**config.mk**
```make
export PLATFORM = sky130hd
export DESIGN_NAME = bilinear_rgb565_keyed_sample_unit
export DESIGN_NICKNAME = d
export VERILOG_FILES = /design/src/rtl/bil_pkg.sv /design/src/rtl/bilinear_rgb565_keyed_sample_unit.sv /design/src/rtl/bil_front.sv /design/src/rtl/bil_queue.sv /design/src/rtl/bil_back.sv
export SDC_FILE = /design/constraint.sdc
export NUM_CORES = 2
export LEC_CHECK = 0
export ABC_AREA = 1
export BUFFER_PORTS_ARGS = -buffer_cell sky130_fd_sc_hd__clkbuf_2
export CAP_MARGIN = 25
export CORE_MARGIN = 2
export CORE_UTILIZATION = 45
export CTS_CLUSTER_SIZE = 30
export DETAILED_ROUTE_END_ITERATION = 16
export GPL_TIMING_DRIVEN = 0
export MAX_ROUTING_LAYER = met4
export SLEW_MARGIN = 20
export SYNTH_ARGS = -nofsm -noshare
export SYNTH_HDL_FRONTEND = slang
export SYNTH_SLANG_ARGS = --single-unit
export TNS_END_PERCENT = 5
```
**constraint.sdc**
```tcl
create_clock -name clock -period 12.5 [get_ports clock]
set_input_delay 1.875 -clock clock [delete_from_list [all_inputs] [get_ports clock]]
set_output_delay 1.875 -clock clock [all_outputs]
set_load 0.1 [all_outputs]
```
**src/rtl/bil_pkg.sv**
```systemverilog
// ----------------------------------------------------------------------------
// bil_pkg
// Shared constants and types for the keyed bilinear RGB565 sampler.
// ----------------------------------------------------------------------------
package bil_pkg;

   localparam logic [15:0] KEY_COLOR   = 16'h0000;
   localparam logic [15:0] RED_MASK    = 16'hF800;
   localparam logic [15:0] GREEN_MASK  = 16'h07E0;
   localparam logic [15:0] BLUE_MASK   = 16'h001F;
   localparam logic [8:0]  RED_MAX     = 9'd31;
   localparam logic [8:0]  GREEN_MAX   = 9'd63;
   localparam logic [8:0]  BLUE_MAX    = 9'd31;

   localparam logic [1:0]  SRC_INTERP   = 2'd0;
   localparam logic [1:0]  SRC_NEIGHBOR = 2'd1;
   localparam logic [1:0]  SRC_THRESH   = 2'd2;

   localparam int          CSR_INDEX_W  = 2;
   localparam int          CSR_DATA_W   = 7;
   localparam logic [CSR_INDEX_W-1:0] CSR_RED_FLOOR   = 2'd0;
   localparam logic [CSR_INDEX_W-1:0] CSR_GREEN_FLOOR = 2'd1;
   localparam logic [CSR_INDEX_W-1:0] CSR_BLUE_FLOOR  = 2'd2;

   typedef struct packed {
      logic [5:0] red;
      logic [6:0] green;
      logic [5:0] blue;
   } floor_type;

endpackage

```
**src/rtl/bilinear_rgb565_keyed_sample_unit.sv**
```systemverilog
// ----------------------------------------------------------------------------
// bilinear_rgb565_keyed_sample_unit
// Keyed bilinear RGB565 sampler: front classifies and weights, a short queue
// decouples it from the back, which blends, clamps and keys the pixel.
// ----------------------------------------------------------------------------
// Path: the queue write at the accepting edge, then the product stage, then the
// output register; a stall holds an item where it is.
// Throughput: one item per cycle when neither the queue nor the output stalls,
// with combinational weight multipliers in the front and a product stage in the back.
// Reset: synchronous, clears queue pointers, stage valids and all floors.
// ----------------------------------------------------------------------------
module bilinear_rgb565_keyed_sample_unit #(
   parameter int FRAC_BITS = 8
) (
   input  logic                            clock,
   input  logic                            reset,
   input  logic                            push,
   output logic                            full,
   input  logic [7:0]                      req_frac_row,
   input  logic [7:0]                      req_frac_col,
   input  logic [15:0]                     req_pix_top_left,
   input  logic [15:0]                     req_pix_top_right,
   input  logic [15:0]                     req_pix_bottom_left,
   input  logic [15:0]                     req_pix_bottom_right,
   output logic                            empty,
   input  logic                            pop,
   output logic [15:0]                     rsp_pixel_out,
   output logic [1:0]                      rsp_result_source,
   input  logic                            csr_write_enable,
   input  logic [bil_pkg::CSR_INDEX_W-1:0] csr_index,
   input  logic [bil_pkg::CSR_DATA_W-1:0]  csr_write_data
);

   localparam int WW    = 2 * FRAC_BITS + 1;
   localparam int QW    = 1 + 16 + 4 * WW + 64;
   localparam int DEPTH = 4;

   bil_pkg::floor_type floors_ff, floors_in;
   logic [QW-1:0]      entry;
   logic [QW-1:0]      q_data;
   logic               q_pop;
   logic               q_empty;

   always_comb begin
      floors_in = floors_ff;
      if (csr_write_enable) begin
         case (csr_index)
            bil_pkg::CSR_RED_FLOOR:   floors_in.red   = csr_write_data[5:0];
            bil_pkg::CSR_GREEN_FLOOR: floors_in.green = csr_write_data;
            bil_pkg::CSR_BLUE_FLOOR:  floors_in.blue  = csr_write_data[5:0];
            default:                  floors_in = floors_ff;
         endcase
      end
   end

   always_ff @(posedge clock) begin
      if (reset) begin
         floors_ff <= '0;
      end else begin
         floors_ff <= floors_in;
      end
   end

   bil_front #(
      .FRAC_BITS (FRAC_BITS),
      .WW        (WW),
      .QW        (QW)
   ) u_front (
      .frac_row         (req_frac_row),
      .frac_col         (req_frac_col),
      .pix_top_left     (req_pix_top_left),
      .pix_top_right    (req_pix_top_right),
      .pix_bottom_left  (req_pix_bottom_left),
      .pix_bottom_right (req_pix_bottom_right),
      .entry            (entry)
   );

   bil_queue #(
      .WIDTH (QW),
      .DEPTH (DEPTH)
   ) u_queue (
      .clock   (clock),
      .reset   (reset),
      .wr_en   (push),
      .wr_data (entry),
      .rd_en   (q_pop),
      .rd_data (q_data),
      .q_full  (full),
      .q_empty (q_empty)
   );

   bil_back #(
      .FRAC_BITS (FRAC_BITS),
      .WW        (WW),
      .QW        (QW)
   ) u_back (
      .clock             (clock),
      .reset             (reset),
      .q_empty           (q_empty),
      .q_data            (q_data),
      .q_pop             (q_pop),
      .floors            (floors_ff),
      .pop               (pop),
      .empty             (empty),
      .rsp_pixel_out     (rsp_pixel_out),
      .rsp_result_source (rsp_result_source)
   );

endmodule

```
**src/rtl/bil_front.sv**
```systemverilog
// ----------------------------------------------------------------------------
// bil_front
// Classifies an item (key neighbor, maximum) and forms the four bilinear
// weights; packs everything into one queue entry.
// ----------------------------------------------------------------------------
module bil_front #(
   parameter int FRAC_BITS = 8,
   parameter int WW        = 2 * FRAC_BITS + 1,
   parameter int QW        = 1 + 16 + 4 * WW + 64
) (
   input  logic [7:0]    frac_row,
   input  logic [7:0]    frac_col,
   input  logic [15:0]   pix_top_left,
   input  logic [15:0]   pix_top_right,
   input  logic [15:0]   pix_bottom_left,
   input  logic [15:0]   pix_bottom_right,
   output logic [QW-1:0] entry
);

   logic [FRAC_BITS+7:0] a_wide;
   logic [FRAC_BITS+7:0] b_wide;
   logic [FRAC_BITS-1:0] a;
   logic [FRAC_BITS-1:0] b;
   logic [FRAC_BITS:0]   a_ext;
   logic [FRAC_BITS:0]   b_ext;
   logic [FRAC_BITS:0]   one_minus_a;
   logic [FRAC_BITS:0]   one_minus_b;
   logic [2*FRAC_BITS+1:0] prod [4];
   logic [15:0]          px [4];
   logic [15:0]          max_top;
   logic [15:0]          max_bottom;
   logic [15:0]          max_all;
   logic                 key;

   assign a_wide = {frac_row, {FRAC_BITS{1'b0}}};
   assign b_wide = {frac_col, {FRAC_BITS{1'b0}}};
   assign a      = a_wide[FRAC_BITS+7:8];
   assign b      = b_wide[FRAC_BITS+7:8];
   assign a_ext  = {1'b0, a};
   assign b_ext  = {1'b0, b};
   assign one_minus_a = {1'b1, {FRAC_BITS{1'b0}}} - a_ext;
   assign one_minus_b = {1'b1, {FRAC_BITS{1'b0}}} - b_ext;

   assign prod[0] = one_minus_a * one_minus_b;
   assign prod[1] = one_minus_a * b_ext;
   assign prod[2] = a_ext * one_minus_b;
   assign prod[3] = a_ext * b_ext;

   assign px[0] = pix_top_left;
   assign px[1] = pix_top_right;
   assign px[2] = pix_bottom_left;
   assign px[3] = pix_bottom_right;

   assign key = (px[0] == bil_pkg::KEY_COLOR) || (px[1] == bil_pkg::KEY_COLOR) ||
                (px[2] == bil_pkg::KEY_COLOR) || (px[3] == bil_pkg::KEY_COLOR);

   assign max_top    = (px[1] > px[0]) ? px[1] : px[0];
   assign max_bottom = (px[3] > px[2]) ? px[3] : px[2];
   assign max_all    = (max_bottom > max_top) ? max_bottom : max_top;

   always_comb begin
      entry = '0;
      entry[QW-1]      = key;
      entry[QW-2 -: 16] = max_all;
      for (int i = 0; i < 4; i++) begin
         entry[64 + WW*i +: WW] = prod[i][WW-1:0];
         entry[16*i +: 16]      = px[i];
      end
   end

endmodule

```
**src/rtl/bil_queue.sv**
```systemverilog
// ----------------------------------------------------------------------------
// bil_queue
// Short first-in first-out queue between the front and the back.
// ----------------------------------------------------------------------------
module bil_queue #(
   parameter int WIDTH = 16,
   parameter int DEPTH = 4
) (
   input  logic             clock,
   input  logic             reset,
   input  logic             wr_en,
   input  logic [WIDTH-1:0] wr_data,
   input  logic             rd_en,
   output logic [WIDTH-1:0] rd_data,
   output logic             q_full,
   output logic             q_empty
);

   localparam int PW = $clog2(DEPTH);

   logic [WIDTH-1:0] mem_ff [DEPTH];
   logic [PW-1:0]    wr_ptr_ff, wr_ptr_in;
   logic [PW-1:0]    rd_ptr_ff, rd_ptr_in;
   logic [PW:0]      count_ff, count_in;
   logic             do_wr, do_rd;

   assign q_full  = (count_ff == (PW+1)'(DEPTH));
   assign q_empty = (count_ff == '0);
   assign do_wr   = wr_en && !q_full;
   assign do_rd   = rd_en && !q_empty;
   assign rd_data = mem_ff[rd_ptr_ff];

   always_comb begin
      wr_ptr_in = do_wr ? wr_ptr_ff + 1'b1 : wr_ptr_ff;
      rd_ptr_in = do_rd ? rd_ptr_ff + 1'b1 : rd_ptr_ff;
      count_in  = count_ff;
      if (do_wr && !do_rd) begin
         count_in = count_ff + 1'b1;
      end else if (do_rd && !do_wr) begin
         count_in = count_ff - 1'b1;
      end
   end

   always_ff @(posedge clock) begin
      if (reset) begin
         wr_ptr_ff <= '0;
         rd_ptr_ff <= '0;
         count_ff  <= '0;
      end else begin
         wr_ptr_ff <= wr_ptr_in;
         rd_ptr_ff <= rd_ptr_in;
         count_ff  <= count_in;
      end
   end

   always_ff @(posedge clock) begin
      if (do_wr) begin
         mem_ff[wr_ptr_ff] <= wr_data;
      end
   end

   a_count_bound: assert property (@(posedge clock) disable iff (reset)
      count_ff <= (PW+1)'(DEPTH))
      else $error("queue count exceeds depth");

   a_push_grows: assert property (@(posedge clock) disable iff (reset)
      (do_wr && !do_rd) |=> (count_ff == $past(count_ff) + 1'b1))
      else $error("queue count did not advance on write");

endmodule

```
**src/rtl/bil_back.sv**
```systemverilog
// ----------------------------------------------------------------------------
// bil_back
// Blends the three channels of a queued item, clamps, applies threshold
// keying and holds the result in the output register.
// ----------------------------------------------------------------------------
module bil_back #(
   parameter int FRAC_BITS = 8,
   parameter int WW        = 2 * FRAC_BITS + 1,
   parameter int QW        = 1 + 16 + 4 * WW + 64
) (
   input  logic               clock,
   input  logic               reset,
   input  logic               q_empty,
   input  logic [QW-1:0]      q_data,
   output logic               q_pop,
   input  bil_pkg::floor_type floors,
   input  logic               pop,
   output logic               empty,
   output logic [15:0]        rsp_pixel_out,
   output logic [1:0]         rsp_result_source
);

   localparam int PRW = WW + 6;
   localparam int AW  = PRW + 2;

   logic [WW-1:0]  w [4];
   logic [5:0]     ch [3][4];
   logic           advance_p, advance_r;

   logic           p_valid_ff, p_valid_in;
   logic           p_key_ff;
   logic [15:0]    p_max_ff;
   logic [PRW-1:0] p_prod_ff [3][4];
   logic [PRW-1:0] p_prod_in [3][4];

   logic           r_valid_ff, r_valid_in;
   logic [15:0]    r_pixel_ff, r_pixel_in;
   logic [1:0]     r_src_ff, r_src_in;

   logic [AW-1:0]  acc [3];
   logic [8:0]     lvl [3];
   logic [8:0]     lvl_max [3];
   logic [8:0]     clamped [3];
   logic           below;

   assign advance_r = !r_valid_ff || pop;
   assign advance_p = !p_valid_ff || advance_r;
   assign q_pop     = advance_p && !q_empty;
   assign p_valid_in = advance_p ? !q_empty : p_valid_ff;

   always_comb begin
      for (int i = 0; i < 4; i++) begin
         w[i]     = q_data[64 + WW*i +: WW];
         ch[0][i] = {1'b0, q_data[16*i + 11 +: 5]};
         ch[1][i] = q_data[16*i + 5 +: 6];
         ch[2][i] = {1'b0, q_data[16*i +: 5]};
      end
      for (int c = 0; c < 3; c++) begin
         for (int i = 0; i < 4; i++) begin
            p_prod_in[c][i] = {6'd0, w[i]} * {{(PRW-6){1'b0}}, ch[c][i]};
         end
      end
   end

   always_ff @(posedge clock) begin
      if (reset) begin
         p_valid_ff <= 1'b0;
      end else begin
         p_valid_ff <= p_valid_in;
      end
   end

   always_ff @(posedge clock) begin
      if (q_pop) begin
         p_key_ff  <= q_data[QW-1];
         p_max_ff  <= q_data[QW-2 -: 16];
         p_prod_ff <= p_prod_in;
      end
   end

   assign lvl_max[0] = bil_pkg::RED_MAX;
   assign lvl_max[1] = bil_pkg::GREEN_MAX;
   assign lvl_max[2] = bil_pkg::BLUE_MAX;

   always_comb begin
      for (int c = 0; c < 3; c++) begin
         acc[c] = {2'b00, p_prod_ff[c][0]} + {2'b00, p_prod_ff[c][1]} +
                  {2'b00, p_prod_ff[c][2]} + {2'b00, p_prod_ff[c][3]};
         lvl[c] = acc[c][AW-1:2*FRAC_BITS];
         clamped[c] = (lvl[c] > lvl_max[c]) ? lvl_max[c] : lvl[c];
      end
      below = (clamped[0] < {3'd0, floors.red}) &&
              (clamped[1] < {2'd0, floors.green}) &&
              (clamped[2] < {3'd0, floors.blue});
      if (p_key_ff) begin
         r_pixel_in = p_max_ff;
         r_src_in   = bil_pkg::SRC_NEIGHBOR;
      end else if (below) begin
         r_pixel_in = bil_pkg::KEY_COLOR;
         r_src_in   = bil_pkg::SRC_THRESH;
      end else begin
         r_pixel_in = {clamped[0][4:0], clamped[1][5:0], clamped[2][4:0]};
         r_src_in   = bil_pkg::SRC_INTERP;
      end
      r_valid_in = advance_r ? p_valid_ff : r_valid_ff;
   end

   always_ff @(posedge clock) begin
      if (reset) begin
         r_valid_ff <= 1'b0;
      end else begin
         r_valid_ff <= r_valid_in;
      end
   end

   always_ff @(posedge clock) begin
      if (advance_r && p_valid_ff) begin
         r_pixel_ff <= r_pixel_in;
         r_src_ff   <= r_src_in;
      end
   end

   assign empty             = !r_valid_ff;
   assign rsp_pixel_out     = r_pixel_ff;
   assign rsp_result_source = r_src_ff;

   a_thresh_is_key: assert property (@(posedge clock) disable iff (reset)
      (r_valid_ff && r_src_ff == bil_pkg::SRC_THRESH) |-> (r_pixel_ff == bil_pkg::KEY_COLOR))
      else $error("threshold keyed result is not the key color");

   a_stage_holds: assert property (@(posedge clock) disable iff (reset)
      (p_valid_ff && !advance_p) |=> p_valid_ff)
      else $error("product stage lost an item while stalled");

endmodule

```
# [Word-level counts from Yosys, hierarchy flattened]
# Memory sizes are Yosys's and may differ from the RTL's. A register that Yosys moved wholly into a read port is not among the register bits.
# Cells that the tools add are included.
[word_totals] reg_bits=331 ram_bits=592 in_bits=94 n_memories=1
[op_classes] add_sub_neg=15 n_mul=16 magnitude_cmp=9 n_eq_ne=3 muxes=15 n_reduce_logical=29
[mem_list] name="u_queue.mem_ff" words=4 word_bits=148 read_ports=1 rd_clocked_by_memory_dff=1 wr=1 line="bil_queue.sv:21" source="logic [WIDTH-1:0] mem_ff [DEPTH];"
[ops] op="17-bit by 5-bit multiplier with 22-bit output" count=8
[ops] op="25-bit by 22-bit adder with 25-bit output" count=4
[ops] op="17-bit by 6-bit multiplier with 23-bit output" count=4
[ops] op="16-bit two-way mux" count=5
[ops] op="16-bit logical NOT" count=4
[ops] op="25-bit by 23-bit adder with 25-bit output" count=2
[ops] op="16-bit > comparator" count=3
[ops] op="22-bit by 22-bit adder with 23-bit output" count=2
[ops] op="9-bit two-way mux" count=3
[ops] op="23-bit by 23-bit adder with 24-bit output" count=1
[ops] op="9-bit by 5-bit > comparator with 1-bit output, second input constant" count=2
[ops] op="9-bit by 6-bit < comparator with 1-bit output" count=2
[ops] op="9-bit by 8-bit subtractor with 9-bit output, first input constant" count=2
[ops] op="8-bit by 9-bit multiplier with 17-bit output" count=1
[ops] op="9-bit by 8-bit multiplier with 17-bit output" count=1
[ops] op="9-bit by 9-bit multiplier with 17-bit output" count=1
[ops] op="8-bit by 8-bit multiplier with 16-bit output" count=1
[ops] op="9-bit by 6-bit > comparator with 1-bit output, second input constant" count=1
[ops] op="9-bit by 7-bit < comparator with 1-bit output" count=1
[ops] op="1-bit logical AND" count=8
[ops] op="1-bit logical NOT" count=6
[ops] op="2-bit two-way mux" count=3
[ops] op="3-bit two-way mux" count=2
[ops] op="2-bit AND reduction" count=3
[ops] op="other kinds (11)" count=17

# [Depth between registers and ports, before layout]
[depth] word_depth=10 ltp_mapped=37 depth_no_buf=36

# [Modules after synthesis]
# Synthesis repeated with hierarchy kept, for this count alone.
[unflattened] hier_cells=9409 area_unflattened_um2=84473.5
[modules_own_cells] module="bil_back" n_inst=1 cells_per_inst=6072 area_each_um2=49155.9 seq_area_each_um2=9138.8
[modules_own_cells] module="bil_queue" n_inst=1 cells_per_inst=1510 area_each_um2=22556.6 seq_area_each_um2=18077.3
[modules_own_cells] module="bil_front" n_inst=1 cells_per_inst=1702 area_each_um2=11954.0 seq_area_each_um2=0.0
[modules_own_cells] module="bilinear_rgb565_keyed_sample_unit" n_inst=1 cells_per_inst=125 area_each_um2=807.0 seq_area_each_um2=380.4

# [Worst setup path after synthesis]
# Ideal clock, no wire load.
[synth_timing] kind="input to register" start="in push" end="mem u_queue.mem_ff[0][0] in the netlist's numbering, enable pin" setup_time_ps=652 arrival_ps=8230 t_required_ps=11848 setup_slack_ps=3618 stages=4 path_buffers=0 cell_sequence="inv_1 -> nor2_1 -> inv_1 -> nor2_1"
[synth_via] elab_chain_len=3
[synth_lines] element="start: declaration" line="bilinear_rgb565_keyed_sample_unit.sv:17" source="input logic push,"
[synth_lines] element="1-bit logical AND" line="bil_queue.sv:29" source="assign do_wr = wr_en && !q_full;"
[synth_lines] element="via u_queue.do_wr" line="bil_queue.sv:25" source="logic do_wr, do_rd;"
[synth_lines] element="1-bit two-way mux" line="bil_queue.sv:57" source="if (do_wr) begin"
[synth_lines] element="1-bit two-way mux (not written as such)" line="bil_queue.sv:58" source="mem_ff[wr_ptr_ff] <= wr_data;"
[synth_lines] element="end: declaration" line="bil_queue.sv:21"
# The timed path passes the listed nets, and every way through them passes these cells.

# [Worst setup path after layout]
[layout_timing] start="in req_frac_row[0]" end="mem u_queue.mem_ff[1][97] in the netlist's numbering (data pin)"
[layout_via] elab_chain_len=2
[layout_lines] element="start: declaration" line="bilinear_rgb565_keyed_sample_unit.sv:19" source="input logic [7:0] req_frac_row,"
[layout_lines] element="9-bit by 8-bit subtractor with 9-bit output" line="bil_front.sv:41" source="assign one_minus_a = {1'b1, {FRAC_BITS{1'b0}}} - a_ext;"
[layout_lines] element="9-bit by 8-bit multiplier with 17-bit output" line="bil_front.sv:45" source="assign prod[1] = one_minus_a * b_ext;"
[layout_lines] element="via entry[97]" line="bilinear_rgb565_keyed_sample_unit.sv:39" source="logic [QW-1:0] entry;"
# The timed path passes the listed nets, and every way through them passes these cells.

==> impl_metrics.tcl <==
set metrics [dict create \
    stdcell_area_mm2 0.0900 \
    ys.flop_type "edfxtp_1" \
    n_fill_cell 17100 \
    slew_headroom_pct 12.7 \
    ys_ff_latch 913 \
    grt_pass1_vias 63100 \
    synthCells 8908 \
    hp-class "reg2reg" \
    critPathKind "in2reg" \
    end_kind "flip-flop" \
    final_common_cell "nand2_1" \
    post-route-min-period_ps 7960 \
    wl_per_cell_um 23.2 \
    drive_gt1_share_pct 4.58 \
    fmax_ghz 0.126 \
    grt_max_degree 90 \
    min_to "floors_ff[17]$_SDFFE_PP0P_" \
    r2r_cells 21 \
    syn_area_per_cell_um2 9.18 \
    path_clk_slew_ps 60 \
    synth.top_cell.area_share_pct 32.4 \
    dieHeight_um 430 \
    ant_nets 0 \
    ios 114 \
    drc 0 \
    cp-start-kind "input port" \
    synthTopCellsByArea "edfxtp_1, fa_1, ha_1" \
    startpoint "req_frac_row[0]" \
    gp_congestion 0.978 \
    cts_root_buf "clkbuf_16" \
    drt_iter0_drc 5331 \
    clkLatencyLatePin_ps 770 \
    grt_overflow 0 \
    die_w_um 430 \
    cts_tree "done" \
    cts_setup_buffers 0 \
    holdPathStages 2 \
    post-synth-top-area-cell "edfxtp_1" \
    finClkSkew_ps 66.0 \
    antenna_found_initial 16 \
    outcome "finished clean" \
    cts_resized 0 \
    vias_per_cell 5.39 \
    dieArea_mm2 0.185 \
    grt_usage_pct 29.9 \
    ys_seq_area_share_pct 33.2 \
    ys_warn_count 0 \
    worstPathMaxFanout 10 \
    vias 62800 \
    cts.sinks 913 \
    cts_buffers 98 \
    hp-start "floors_ff[17]$_SDFFE_PP0P_" \
    initial_core_util_pct 45.3 \
    worst_pin_slew_ps 1310 \
    num_rows 156 \
    finalSetupViolCount 0 \
    maxCapViolations 0 \
    hold_violations 0 \
    synth_edf_count 883 \
    first_pass_iters 6 \
    clk_path_buf_depth 3 \
    io_buffers 111 \
    ctsHtreeMaxLevel 3 \
    worstReg2RegEnd "u_back.p_prod_ff[178]$_DFFE_PP_" \
    syn-cell-area_mm2 0.0818 \
    holdBufCountCts 0 \
    rsz0062_at_grt "no" \
    area_growth_pct 9.99 \
    final_nets 10800 \
    maxSlewViolCount 0 \
    hpwl_um 225000 \
    place_area_mm2 0.0865 \
    core_mm2 0.181 \
    regToRegSetupSlack_ps 4840 \
    grt_pass1_wl_um 398000 \
    layout_common_cells "nand2_1, inv_1, edfxtp_1" \
    synthArstFlopShare_pct 0 \
    wl_um 270000 \
    synth_cell_types 54 \
    critPathArrivalTime_ps 8410 \
    fin_crit_sh_pct 63.6 \
    required_ps 12960 \
]
==> cell usage after synthesis (all sizes together), types with 53 or more instances <==
master,n
a21oi,547
a32oi,128
buf,78
clkbuf,183
edfxtp,883
fa,831
ha,721
inv,1520
nand2,2098
nand3,154
nand4,53
nor2,769
o21ai,241
xnor2,108
xor2,233
==> per-stage QoR <==
step | utilization [%] | hold slack (ps) | worst slack [ps] | cells | TNS [ps]
final | 49.8 | 474 | 4540 | 11700 | 0
after global routing | 49.8 | 495 | 4010 | 11700 | 0
after CTS | 49.7 | 476 | 4530 | 11600 | 0
after detailed placement | 47.8 | 467 | 3760 | 11400 | 0
after global placement | 47.2 | 459 | -2510 | 11400 | -1339170
after floorplan | - | 441 | 3620 | 8910 | 0
==> layer usage <==
layer  part of all wire, %  track usage [%]  routed length (µm)  vias up
li1                      -                -                   -    29300
met5                     0                -                   0        -
met3                   6.0             4.22               16200      451
met1                    41             37.3              112000    31000
met2                    47             47.9              127000     2086
met4                   5.7             15.1               15500        0
==> registers in the layout (all words and copies together) (netlist names), named ones only <==
| name | flops |
|---|---|
| floors_ff | 19 |
| u_back.p_key_ff | 1 |
| u_back.p_max_ff | 16 |
| u_back.p_prod_ff | 268 |
| u_back.p_valid_ff | 1 |
| u_back.r_valid_ff | 1 |
| u_back.rsp_pixel_out | 16 |
| u_back.rsp_result_source | 2 |
| u_queue.count_ff | 3 |
| u_queue.mem_ff | 580 |
| u_queue.rd_ptr_ff | 2 |
| u_queue.wr_ptr_ff | 2 |
==> area by class of cell <==
class / count / area (µm²) / share of cell area, %
multi-input combinational: 6199 / 47900 / 53.3
sequential: 913 / 27100 / 30.1
inverter: 1537 / 5780 / 6.42
tap: 2370 / 2970 / 3.30
clock buffer: 109 / 2510 / 2.80
timing repair buffer: 180 / 1680 / 1.87
buffer: 261 / 1070 / 1.19
clock inverter: 71 / 851 / 0.946
antenna: 13 / 32.5 / 0.0362
==> worst max-delay path by stage <==
stage,cells after the start,endpoint,slack [ps]
after global routing,26,u_queue.mem_ff[2][97]$_DFFE_PP_,4010
after floorplan,4,u_queue.mem_ff[0][0]$_DFFE_PP_,3620
final,26,u_queue.mem_ff[1][97]$_DFFE_PP_,4540
after global placement,5,u_queue.mem_ff[0][127]$_DFFE_PP_,-2510
after detailed placement,26,u_queue.mem_ff[1][97]$_DFFE_PP_,3760
after CTS,26,u_queue.mem_ff[1][97]$_DFFE_PP_,4530
==> critical path, cell delays in order <==
cell	delay, ps
clkbuf_2	90
clkbuf_1	380
clkinv_1	340
ha_1	340
xnor2_1	750
clkinv_1	600
nor2_1	250
fa_1	200
inv_1	50
fa_1	490
inv_1	50
fa_1	540
inv_1	50
fa_1	470
inv_1	40
ha_1	330
nand2_1	80
nor2_1	40
nand2_1	60
o211ai_1	110
nand3_1	90
nand2_1	70
a21boi_0	280
o21bai_1	100
a21oi_1	150
xor2_1	570
==> cells by family after synthesis <==
| family | Yosys count | synth area share (%) |
|---|---|---|
| other | 1 | 0.00458 |
| buffers and inverters | 1798 | 8.35 |
| adder cells (fa/ha/maj) | 1552 | 31.4 |
| XOR/XNOR | 341 | 3.65 |
| AND/OR/NAND/NOR | 3176 | 15.3 |
| flip-flops | 913 | 33.2 |
| AO/OA/AOI/OAI | 1127 | 8.13 |
Power is not shown: default switching activity piles up to over one toggle a cycle in this logic, so the estimate is an artifact.
